**src/sv/mdw_pkg.sv**
```systemverilog
// ----------------------------------------------------------------------------
// mdw_pkg
// Shared types and constants for the multiword divide-by-word block.
// ----------------------------------------------------------------------------
package mdw_pkg;

  localparam int WORD_BITS_DEF = 32;
  localparam int FIELD_BITS    = 32;

  localparam logic [FIELD_BITS-1:0] DIVISOR_RESET = FIELD_BITS'(1);

  typedef struct packed {
    logic [FIELD_BITS-1:0] dividend_word;
    logic                  last_word;
  } in_beat_t;

  typedef struct packed {
    logic [FIELD_BITS-1:0] quotient_word;
    logic [FIELD_BITS-1:0] final_remainder;
    logic                  is_last;
    logic                  divide_error;
  } out_beat_t;

  typedef enum logic [1:0] {
    S_IDLE,
    S_PRE,
    S_MAIN,
    S_WRITE
  } state_t;

endpackage

```
**src/sv/multiword_divide_by_word.sv**
```systemverilog
// ----------------------------------------------------------------------------
// multiword_divide_by_word
// Short division of a multiword unsigned number by one configured word.
// ----------------------------------------------------------------------------
// Words arrive most significant first; each beat returns one quotient word,
// and the beat marked last also returns the final remainder and clears the
// carried remainder. One shared radix-2 divider produces one quotient bit
// per cycle, and a new word is accepted only once the previous one has
// reached the output register. If the carried remainder is not below the
// divisor (divisor rewritten in mid number) the divider first reduces it
// in a separate pass. A zero divisor gives an error beat without starting
// the divider. A finished beat waits in the output register, and a new
// word may be accepted while it waits.
module multiword_divide_by_word #(
  parameter int WORD_BITS = mdw_pkg::WORD_BITS_DEF
) (
  input  logic                      clk,
  input  logic                      rst,
  input  logic                      cfg_valid,
  output logic                      cfg_ready,
  input  logic [mdw_pkg::FIELD_BITS-1:0] cfg_data,
  input  logic                      in_valid,
  output logic                      in_ready,
  input  mdw_pkg::in_beat_t         in_data,
  output logic                      out_valid,
  input  logic                      out_ready,
  output mdw_pkg::out_beat_t        out_data
);
  import mdw_pkg::*;

  state_t                state;
  state_t                state_next;
  logic [FIELD_BITS-1:0] divisor;
  logic [WORD_BITS-1:0]  rr;
  logic [WORD_BITS-1:0]  word;
  logic                  last;
  logic                  err;
  out_beat_t             out_reg;
  logic                  out_valid_reg;

  logic [WORD_BITS-1:0]  d;
  logic [WORD_BITS-1:0]  in_word;
  logic                  in_fire;
  logic                  d_zero;
  logic                  need_pre;
  logic                  out_load;
  logic                  div_start;
  logic [WORD_BITS-1:0]  div_rem_in;
  logic [WORD_BITS-1:0]  div_num_in;
  logic                  div_done;
  logic [WORD_BITS-1:0]  div_quo;
  logic [WORD_BITS-1:0]  div_rem;

  assign d         = divisor[WORD_BITS-1:0];
  assign in_word   = in_data.dividend_word[WORD_BITS-1:0];
  assign d_zero    = (d == '0);
  assign need_pre  = (rr >= d);
  assign in_fire   = in_valid && in_ready;
  assign cfg_ready = 1'b1;
  assign out_valid = out_valid_reg;
  assign out_data  = out_reg;

  mdw_div_unit #(
    .WORD_BITS(WORD_BITS)
  ) u_div (
    .clk   (clk),
    .rst   (rst),
    .start (div_start),
    .rem_in(div_rem_in),
    .num_in(div_num_in),
    .dvs_in(d),
    .done  (div_done),
    .quo   (div_quo),
    .rem   (div_rem)
  );

  // next state
  always_comb begin
    state_next = state;
    case (state)
      S_IDLE: begin
        if (in_fire) begin
          if (d_zero) begin
            state_next = S_WRITE;
          end else if (need_pre) begin
            state_next = S_PRE;
          end else begin
            state_next = S_MAIN;
          end
        end
      end
      S_PRE: begin
        if (div_done) begin
          state_next = S_MAIN;
        end
      end
      S_MAIN: begin
        if (div_done) begin
          state_next = S_WRITE;
        end
      end
      S_WRITE: begin
        if (!out_valid_reg || out_ready) begin
          state_next = S_IDLE;
        end
      end
      default: state_next = S_IDLE;
    endcase
  end

  // outputs of the sequencer
  always_comb begin
    in_ready   = 1'b0;
    div_start  = 1'b0;
    div_rem_in = '0;
    div_num_in = in_word;
    out_load   = 1'b0;
    case (state)
      S_IDLE: begin
        in_ready = 1'b1;
        if (in_valid && !d_zero) begin
          div_start = 1'b1;
          if (need_pre) begin
            div_rem_in = '0;
            div_num_in = rr;
          end else begin
            div_rem_in = rr;
            div_num_in = in_word;
          end
        end
      end
      S_PRE: begin
        if (div_done) begin
          div_start  = 1'b1;
          div_rem_in = div_rem;
          div_num_in = word;
        end
      end
      S_WRITE: begin
        out_load = !out_valid_reg || out_ready;
      end
      default: begin
        in_ready = 1'b0;
      end
    endcase
  end

  always_ff @(posedge clk) begin
    if (rst) begin
      state         <= S_IDLE;
      divisor       <= DIVISOR_RESET;
      rr            <= '0;
      out_valid_reg <= 1'b0;
    end else begin
      state <= state_next;
      if (cfg_valid && cfg_ready) begin
        divisor <= cfg_data;
      end
      if (out_load) begin
        out_valid_reg <= 1'b1;
        rr            <= (err || last) ? '0 : div_rem;
      end else if (out_ready) begin
        out_valid_reg <= 1'b0;
      end
    end
  end

  always_ff @(posedge clk) begin
    if (in_fire) begin
      word <= in_word;
      last <= in_data.last_word;
      err  <= d_zero;
    end
    if (out_load) begin
      if (err) begin
        out_reg <= '{default: '0, divide_error: 1'b1};
      end else begin
        out_reg.quotient_word   <= FIELD_BITS'(div_quo);
        out_reg.final_remainder <= last ? FIELD_BITS'(div_rem) : '0;
        out_reg.is_last         <= last;
        out_reg.divide_error    <= 1'b0;
      end
    end
  end

  a_zero_to_write: assert property (@(posedge clk) disable iff (rst)
    in_fire && d_zero |=> state == S_WRITE)
    else $error("zero divisor did not go straight to write");

  a_done_in_run: assert property (@(posedge clk) disable iff (rst)
    div_done |-> (state == S_PRE || state == S_MAIN))
    else $error("divider finished outside a run state");

  a_main_to_write: assert property (@(posedge clk) disable iff (rst)
    div_done && state == S_MAIN |=> state == S_WRITE)
    else $error("main pass did not end in write");

  a_err_zero: assert property (@(posedge clk) disable iff (rst)
    out_valid && out_data.divide_error |->
      (out_data.quotient_word == '0 && out_data.final_remainder == '0 &&
       !out_data.is_last))
    else $error("error beat carries nonzero fields");

  a_rr_cleared: assert property (@(posedge clk) disable iff (rst)
    out_load && (err || last) |=> rr == '0)
    else $error("carried remainder not cleared at end of number");

endmodule

```
**src/sv/mdw_div_unit.sv**
```systemverilog
// ----------------------------------------------------------------------------
// mdw_div_unit
// Radix-2 restoring divider: one quotient bit per cycle over a word-wide
// numerator, starting from a partial remainder that is below the divisor.
// ----------------------------------------------------------------------------
module mdw_div_unit #(
  parameter int WORD_BITS = 32
) (
  input  logic                 clk,
  input  logic                 rst,
  input  logic                 start,
  input  logic [WORD_BITS-1:0] rem_in,
  input  logic [WORD_BITS-1:0] num_in,
  input  logic [WORD_BITS-1:0] dvs_in,
  output logic                 done,
  output logic [WORD_BITS-1:0] quo,
  output logic [WORD_BITS-1:0] rem
);
  import mdw_pkg::*;

  localparam int CNT_BITS = $clog2(WORD_BITS);

  logic                 busy;
  logic [CNT_BITS-1:0]  cnt;
  logic [WORD_BITS-1:0] dvs;
  logic [WORD_BITS-1:0] p;
  logic [WORD_BITS-1:0] q;
  logic [WORD_BITS:0]   trial;
  logic [WORD_BITS:0]   diff;
  logic                 ge;

  assign trial = {p, q[WORD_BITS-1]};
  assign diff  = trial - {1'b0, dvs};
  assign ge    = trial >= {1'b0, dvs};
  assign quo   = q;
  assign rem   = p;

  // done pulses once the last quotient bit is in
  always_ff @(posedge clk) begin
    if (rst) begin
      busy <= 1'b0;
      cnt  <= '0;
      done <= 1'b0;
    end else begin
      done <= busy && (cnt == '0);
      if (start) begin
        busy <= 1'b1;
        cnt  <= CNT_BITS'(WORD_BITS - 1);
      end else if (busy) begin
        if (cnt == '0) begin
          busy <= 1'b0;
        end
        cnt <= cnt - 1'b1;
      end
    end
  end

  always_ff @(posedge clk) begin
    if (start) begin
      dvs <= dvs_in;
      p   <= rem_in;
      q   <= num_in;
    end else if (busy) begin
      p <= ge ? diff[WORD_BITS-1:0] : trial[WORD_BITS-1:0];
      q <= {q[WORD_BITS-2:0], ge};
    end
  end

  a_start_busy: assert property (@(posedge clk) disable iff (rst)
    start |=> busy)
    else $error("divider did not go busy after start");

  a_rem_below: assert property (@(posedge clk) disable iff (rst)
    busy |-> (p < dvs))
    else $error("partial remainder not below divisor");

  a_done_idle: assert property (@(posedge clk) disable iff (rst)
    done && !start |=> !busy)
    else $error("divider still busy after last step");

endmodule
```
**config.mk**
```make
export PLATFORM = sky130hd
export DESIGN_NAME = multiword_divide_by_word
export DESIGN_NICKNAME = d
export VERILOG_FILES = /design/src/sv/mdw_pkg.sv /design/src/sv/multiword_divide_by_word.sv /design/src/sv/mdw_div_unit.sv
export SDC_FILE = /design/constraint.sdc
export NUM_CORES = 1
export LEC_CHECK = 0
export ABC_AREA = 1
export ABC_CLOCK_PERIOD_IN_PS = 9200
export BUFFER_PORTS_ARGS = -buffer_cell sky130_fd_sc_hd__buf_2
export CORE_MARGIN = 4
export CORE_UTILIZATION = 55
export CTS_BUF_LIST = sky130_fd_sc_hd__clkbuf_2 sky130_fd_sc_hd__clkbuf_4 sky130_fd_sc_hd__clkbuf_8
export DETAILED_ROUTE_END_ITERATION = 16
export GPL_ROUTABILITY_DRIVEN = 0
export GPL_TIMING_DRIVEN = 0
export PLACE_DENSITY = 0.71
export SYNTH_ARGS = -nofsm -noshare
export SYNTH_HDL_FRONTEND = slang
export SYNTH_HIERARCHICAL = 1
export SYNTH_SLANG_ARGS = --single-unit
```
**constraint.sdc**
```tcl
create_clock -name clk -period 9.2 [get_ports clk]
set_input_delay 0.92 -clock clk [delete_from_list [all_inputs] [get_ports clk]]
set_output_delay 0.92 -clock clk [all_outputs]
set_load 0.03 [all_outputs]
```
==> out/qor.txt, run 1 <==
Hold Slack = 0.433 ns
Cell Chain, Critical Path = inv_1, ha_1, clkbuf_1, nand2_1, o21ai_4, clkinv_1, buf_2, nand2_1, nand2_1, nand2_1, nand2_1
Distinct cells, synth = 47
RSZ-0062 raised after global routing = no
Leakage = 8.58 nW
# setup viols final = 0
Routed WL = 44.9 mm
CP Launch Type = register
Pre-CTS WS = 5.67 ns
Residual DRC count = 0
Post-synth top cells = nand2_1, inv_1, edfxtp_1, nand3_1, nor2_1
CP Class = register to register
Final Max Slew Viols = 0
CTS Root Cell = clkbuf_8
Starting Density = 56.5%
Setup TNS = 0 ns
DRT Pass-1 Iters = 6
Clock latency on the worst-skew pair = 0.56 ns
Initial antenna violation count = 1
Post-synth ARST share = 0%
I/O pin total = 139
CP max stage delay = 0.73 ns
Vias in the first global route = 13300
Cell Rows = 61
Tcrit/Tclk final = 39.5%
Die W = 178 um
Yosys warns = 6
Peak supply drop = 0.155 mV
Final Net Count = 2323
CTS tree = built
Max Cap Violations = 0
H-tree lvl count = 2
Cts repair resizes = 0
CTS clk-pin slew, worst paths = 0.06 ns
Area delta synth->final = 13.6%
Hold Crit Endpoint = u_div/dvs[11]$_DFFE_PP_
Net count after synthesis = 2136
Die height = 178 um
Synth area leader = edfxtp_1
Skew final = 0.0187 ns
Worst-Margin Slew = 0.938 ns
First-pass GRT wire length = 68.8 mm
Seq cells post-synth = 270
Top post-synthesis cells by area = edfxtp_1, nand2_1, dfxtp_1
Critical Path RT = 9.51 ns
Placed Cells = 2512
Crit. End Element = register
Final worst slack = 5.56 ns
Full die area = 0.0317 mm2
Bufs and invs on worst path = 4
Largest net degree at the start of global routing = 66
Grt ovf = 0
Worst Path Max Fanout = 20
Pwr Density = 348 mW/mm2
Synth Instances = 1995
Layout cells sized above 1 = 15.0%
WL/cell = 17.3 um
CP top delay family = buffers and inverters
Hold Crit Start = d[11]$_SDFFE_PP0P_
Tot Pwr = 6.29 mW
CP max stage cell = o21ai_4
Area post-placement = 0.0171 mm2
EDFF count, synth = 196
Cell area after synthesis = 0.0159 mm2
Non-filler instance count after layout = 2598
R2R depth = 11
Clock Path Buffers = 3
Routed via count = 14000
Design area = 0.0181 mm2
Slew HR = 37.5%
CTS Buf Count = 45
RR Startpoint = state[0]$_SDFFE_PP0P_
CP arrival = 3.95 ns
Post-CTS Hold Buffers = 0
Seq/Total Area, Yosys = 46.3%
Status = completed
Initial DRC Count = 1325
Hold crit path type = register to register
Routed vias/inst = 5.40
CP most frequent cell = nand2_1
Fin. Hold Viols = 0
Post-synth top area share = 37.0%
Crit path time final = 3.64 ns
Max reg flops = 66
Port bufs = 137
Most numerous cell in the Yosys netlist = nand2_1
R2r endpoint = u_div/rem[28]$_DFFE_PP_
Reg2reg setup slack = 5.56 ns
Detail Route Antenna Nets = 0
Placed wire-length estimate = 34.8 mm
Core area = 0.0282 mm2
Postcts setup bufs = 0
Final core occ = 64.2%
Fmax = 275 MHz
Hold depth = 0
Clock Sinks = 270
Synth Flop Type = edfxtp_1
Mapped Avg Cell Area = 7.97 um2
Gr usage total = 27.7%
## power breakdown
part | switching, mW | total (mW) | internal (mW)
clock network | 0.475 | 1.07 | 0.599
logic | 2.16 | 3.20 | 1.04
registers | 0.223 | 2.02 | 1.80
total | 2.86 | 6.29 | 3.44
## logic make-up (layout without fill, tap and decap cells)
kind of cell | after synthesis | in the layout | share of synthesized area, %
buf+inv | 438 | 661 | 11.2
xor+xnor | 14 | 14 | 0.771
flops | 270 | 270 | 46.3
fa+ha+maj | 71 | 71 | 5.63
other cells | 1 | 3 | 0.0236
simple gates | 951 | 951 | 26.1
compound gates | 250 | 250 | 9.98
## area by class of cell
type / count / area [um2]
fillers: 2448 / 10100
flip-flops and latches: 270 / 7370
multi-input cells: 1287 / 6780
inverters: 355 / 1340
clock buffers: 73 / 873
repair buffers: 140 / 761
well taps: 378 / 473
plain buffers: 83 / 445
clock inverters: 10 / 45.0
diodes: 2 / 5.00
## cells in the final DEF (no fill, tap or decap), drive strengths merged, types with 43 or more instances in the layout
master	count
inv	349
nor2	166
edfxtp	196
ha	70
buf	181
nand3	171
o21ai	43
clkbuf	115
dfxtp	74
nand2	557
a21oi	134
## layer usage
| layer | global-route usage (%) | vias to the layer above | wire length, um |
|---|---|---|---|
| li1 | - | 6836 | - |
| met1 | 38.2 | 6469 | 19300 |
| met2 | 45.0 | 618 | 20500 |
| met3 | 3.31 | 119 | 3350 |
| met4 | 10.5 | 0 | 1820 |
| met5 | 0 | - | 0 |
## worst max path at each step
stage | depth (start not counted) | startpoint | end | slack (ns)
final | 11 | state[0]$_SDFFE_PP0P_ | u_div/rem[28]$_DFFE_PP_ | 5.56
after floorplan | 7 | state[0]$_SDFFE_PP0P_ | u_div/quo[0]$_DFFE_PP_ | 3.46
after detailed placement | 11 | state[0]$_SDFFE_PP0P_ | u_div/rem[28]$_DFFE_PP_ | 5.67
after global routing | 11 | state[0]$_SDFFE_PP0P_ | u_div/rem[28]$_DFFE_PP_ | 5.41
after CTS | 11 | state[0]$_SDFFE_PP0P_ | u_div/rem[28]$_DFFE_PP_ | 5.63
after global placement | 7 | state[0]$_SDFFE_PP0P_ | u_div/rem[27]$_DFFE_PP_ | 1.09
Power figures use the tool's default switching activity.
==> run 2: changes to the inputs <==
--- a/config.mk
+++ b/config.mk
@@ -5,8 +5,8 @@
 export SDC_FILE = /design/constraint.sdc
 export NUM_CORES = 1
 export LEC_CHECK = 0
-export ABC_AREA = 1
-export ABC_CLOCK_PERIOD_IN_PS = 9200
+export ABC_AREA = 0
+export ABC_CLOCK_PERIOD_IN_PS = 3150
 export BUFFER_PORTS_ARGS = -buffer_cell sky130_fd_sc_hd__buf_2
 export CORE_MARGIN = 4
 export CORE_UTILIZATION = 55
@@ -14,7 +14,7 @@
 export DETAILED_ROUTE_END_ITERATION = 16
 export GPL_ROUTABILITY_DRIVEN = 0
 export GPL_TIMING_DRIVEN = 0
-export PLACE_DENSITY = 0.71
+export PLACE_DENSITY = 0.75
 export SYNTH_ARGS = -nofsm -noshare
 export SYNTH_HDL_FRONTEND = slang
 export SYNTH_HIERARCHICAL = 1
==> constraint.sdc (replaced) <==
create_clock -name clk -period 3.15 [get_ports clk]
set_input_delay 0.315 -clock clk [delete_from_list [all_inputs] [get_ports clk]]
set_output_delay 0.315 -clock clk [all_outputs]
set_load 0.03 [all_outputs]
==> run 2 against run 1 <==
Net effect:
- the run now ends with negative setup slack left
- wire length is 2.7% lower
- register-to-register slack worse by 5.7 ns
- utilization is 5.3 points higher
- count of clock-buffer cells in the layout is 1 higher
- power grew to 2.7 times the previous value
- worst setup slack worse by 5.7 ns
- area after synthesis is 8.0% lower
- synthesized cell count is 32% lower
- largest power group unchanged
==> out/qor.txt, run 2 <==
Status = complete, but fails checks
Violated checks = negative setup slack
FILL cells = 1958
Flop pwr share = 33.1%
Port bufs = 136
Final worst slack = -0.109 ns
RSZ-0062 raised after global routing = yes
Clock latency on the worst-skew pair = 0.58 ns
CTS clk-pin slew, worst paths = 0.06 ns
Net count after synthesis = 1506
Reg2reg setup slack = -0.11 ns
Gr usage total = 28.6%
Skew final = 0.0283 ns
Bufs and invs on worst path = 2
Logic pwr share = 46.6%
Synth Flop Type = edfxtp_1
Hold crit path type = primary input to register
Seq cells post-synth = 270
Worst Path Max Fanout = 3
Slew HR = 37.6%
Residual DRC count = 0
Largest net degree at the start of global routing = 54
Yosys warns = 6
Most numerous cell in the Yosys netlist = edfxtp_1
RR Startpoint = u_div/quo[31]$_DFFE_PP_
CP max stage cell = or4b_4
Pre-CTS WS = -1.22 ns
Initial DRC Count = 1507
Placed wire-length estimate = 29.6 mm
Crit. End Element = register
Ant. Diodes = 0
CP top delay family = simple AND/OR/NAND/NOR gates
Peak supply drop = 0.625 mV
Max Cap Violations = 0
Clock Power Share = 20.3%
Post-synth top cells = edfxtp_1, nor2_1, nand2_1, mux2i_1, a21oi_1
Full die area = 0.0293 mm2
Area delta synth->final = 24.2%
Most frequent cells in the layout = edfxtp_1, buf_2, nor2_1
Post-synth ARST share = 0%
Distinct cells, synth = 74
R2r endpoint = u_div/rem[20]$_DFFE_PP_
Critical Path Stages = 12
CP Class = register to register
Worst-Margin Slew = 0.936 ns
Die height = 171 um
Most common cell after layout, fill and taps aside = edfxtp_1
Setup TNS = -0.113 ns
I/O pin total = 139
Cell area after synthesis = 0.0146 mm2
Grt ovf = 0
Leakage = 7.30 nW
Vias in the first global route = 12200
Clock Sinks = 270
Clock Path Buffers = 3
R2R depth = 12
Synth area leader = edfxtp_1
Initial antenna violation count = 0
Seq/Total Area, Yosys = 50.4%
CTS Buf Count = 46
Cell Rows = 59
Cell Chain, Critical Path = inv_2, ha_4, inv_2, fa_2, a21oi_4, o211ai_1, a41oi_2, nor4_2, or4b_4, a21oi_4, nor4b_4, nor4_2
# setup viols final = 2
CTS Root Cell = clkbuf_8
P_int = 10.3 mW
H-tree lvl count = 2
CP Launch Type = register
Core area = 0.0261 mm2
Top post-synthesis cells by area = edfxtp_1, dfxtp_1, mux2i_1
Post-synth top area share = 40.2%
Tcrit/Tclk final = 103%
Psw = 6.70 mW
Routed WL = 43.7 mm
Routed vias/inst = 6.23
Routed via count = 12600
Crit path from = u_div/quo[31]$_DFFE_PP_
Detail Route Antenna Nets = 0
Worst setup path endpoint = u_div/rem[20]$_DFFE_PP_
CTS tree = built
WL/cell = 21.6 um
CP arrival = 3.56 ns
Layout cells sized above 1 = 23.8%
Tot Pwr = 17.0 mW
DRT Pass-1 Iters = 8
CP max stage delay = 0.54 ns
Fmax = 307 MHz
Die W = 171 um
Final Net Count = 1791
Fin. Hold Viols = 0
Synth Instances = 1365
First-pass GRT wire length = 65.4 mm
Pwr Density = 937 mW/mm2
Sw Share = 39.4%
Hold Slack = 0.0275 ns
Starting Density = 56.0%
Final Max Slew Viols = 0
Critical Path RT = 3.45 ns
Max reg flops = 66
EDFF count, synth = 196
Mapped Avg Cell Area = 10.7 um2
Crit path time final = 3.26 ns
[run 2: changes by cell type after synthesis, sizes merged, moves of 46 or more]
| cell | before | now |
|---|---|---|
| mux2i | 0 | 96 |
| a21oi | 134 | 88 |
| nand3 | 171 | 40 |
| inv | 349 | 82 |
| nand2 | 557 | 98 |
| nor2 | 166 | 108 |
[run 2: worst register-to-register path: stages, from the launching register on]
cell	delay [ns]
edfxtp_1	0.51
inv_2	0.12
ha_4	0.14
inv_2	0.04
fa_2	0.42
a21oi_4	0.18
o211ai_1	0.18
a41oi_2	0.34
nor4_2	0.07
or4b_4	0.54
a21oi_4	0.16
nor4b_4	0.22
nor4_2	0.06
[run 2: power groups by stage]
stage	Clock [mW]	Combinational, mW	Sequential, mW
floorplan	0	4.67	5.58
global placement	0	6.10	5.78
detailed placement	0	6.32	5.78
CTS	3.49	7.09	5.64
global route	3.66	8.47	5.70
finish	3.45	7.93	5.63
[run 2: routing by layer]
metal / track usage [%] / vias to the layer above / share of wire, %
li1: - / 5645 / -
met1: 37.4 / 6019 / 38
met2: 46.4 / 748 / 47
met3: 5.20 / 169 / 9.2
met4: 13.7 / 0 / 5.3
met5: 0 / - / 0
[run 2: how the worst min path moves through the flow]
stage	startpoint	endpoint	slack, ns	depth (start not counted)
6_report	cfg_data[1]	d[1]$_SDFFE_PP0P_	0.03	3
5_1_grt	in_data[1]	word[0]$_DFFE_PP_	0.006	1
3_5_place_dp	d[18]$_SDFFE_PP0P_	u_div/dvs[18]$_DFFE_PP_	0.48	0
3_3_place_gp	d[21]$_SDFFE_PP0P_	u_div/dvs[21]$_DFFE_PP_	0.47	0
4_1_cts	in_data[1]	word[0]$_DFFE_PP_	0.0008	1
2_1_floorplan	rst	u_div/cnt[0]$_SDFFE_PP0P_	0.38	1
[run 2: cells by family after synthesis]
family,synth area share (%)
AOI/OAI and AO/OA,14.5
xor gates and xnor gates,1.44
adders and majority gates,6.12
buffers and inverters,4.73
DFF,50.4
muxes,9.11
other,0.0256
and+or+nand+nor,13.8
[run 2: repair_timing]
action	in CTS	in global routing
pin swaps	7	16
hold buffers	56	0
gates cloned	4	0
endpoints found under the setup margin	134	75
buffers inserted	24	19
endpoints found under the hold margin	56	0
resized for setup	34	60
[run 2: stage by stage]
| step | utilization (%) | instance area [um2] | instances |
|---|---|---|---|
| finish | 69.5 | 18200 | 2021 |
| detailed placement | 60.5 | 15800 | 1838 |
| floorplan | - | 14600 | 1365 |
| global route | 69.5 | 18200 | 2021 |
| global placement | 60.3 | 15700 | 1836 |
| CTS | 68.1 | 17800 | 2004 |
[run 2: final cells by class]
cell class,instances,area [um2],area share (%)
sequential,270,7370,40.6
multi-input combinational,932,6940,38.2
timing repair buffer,237,1690,9.30
clock buffer,74,906,4.99
buffer,81,430,2.37
tap,335,419,2.31
inverter,82,308,1.69
clock inverter,10,104,0.572
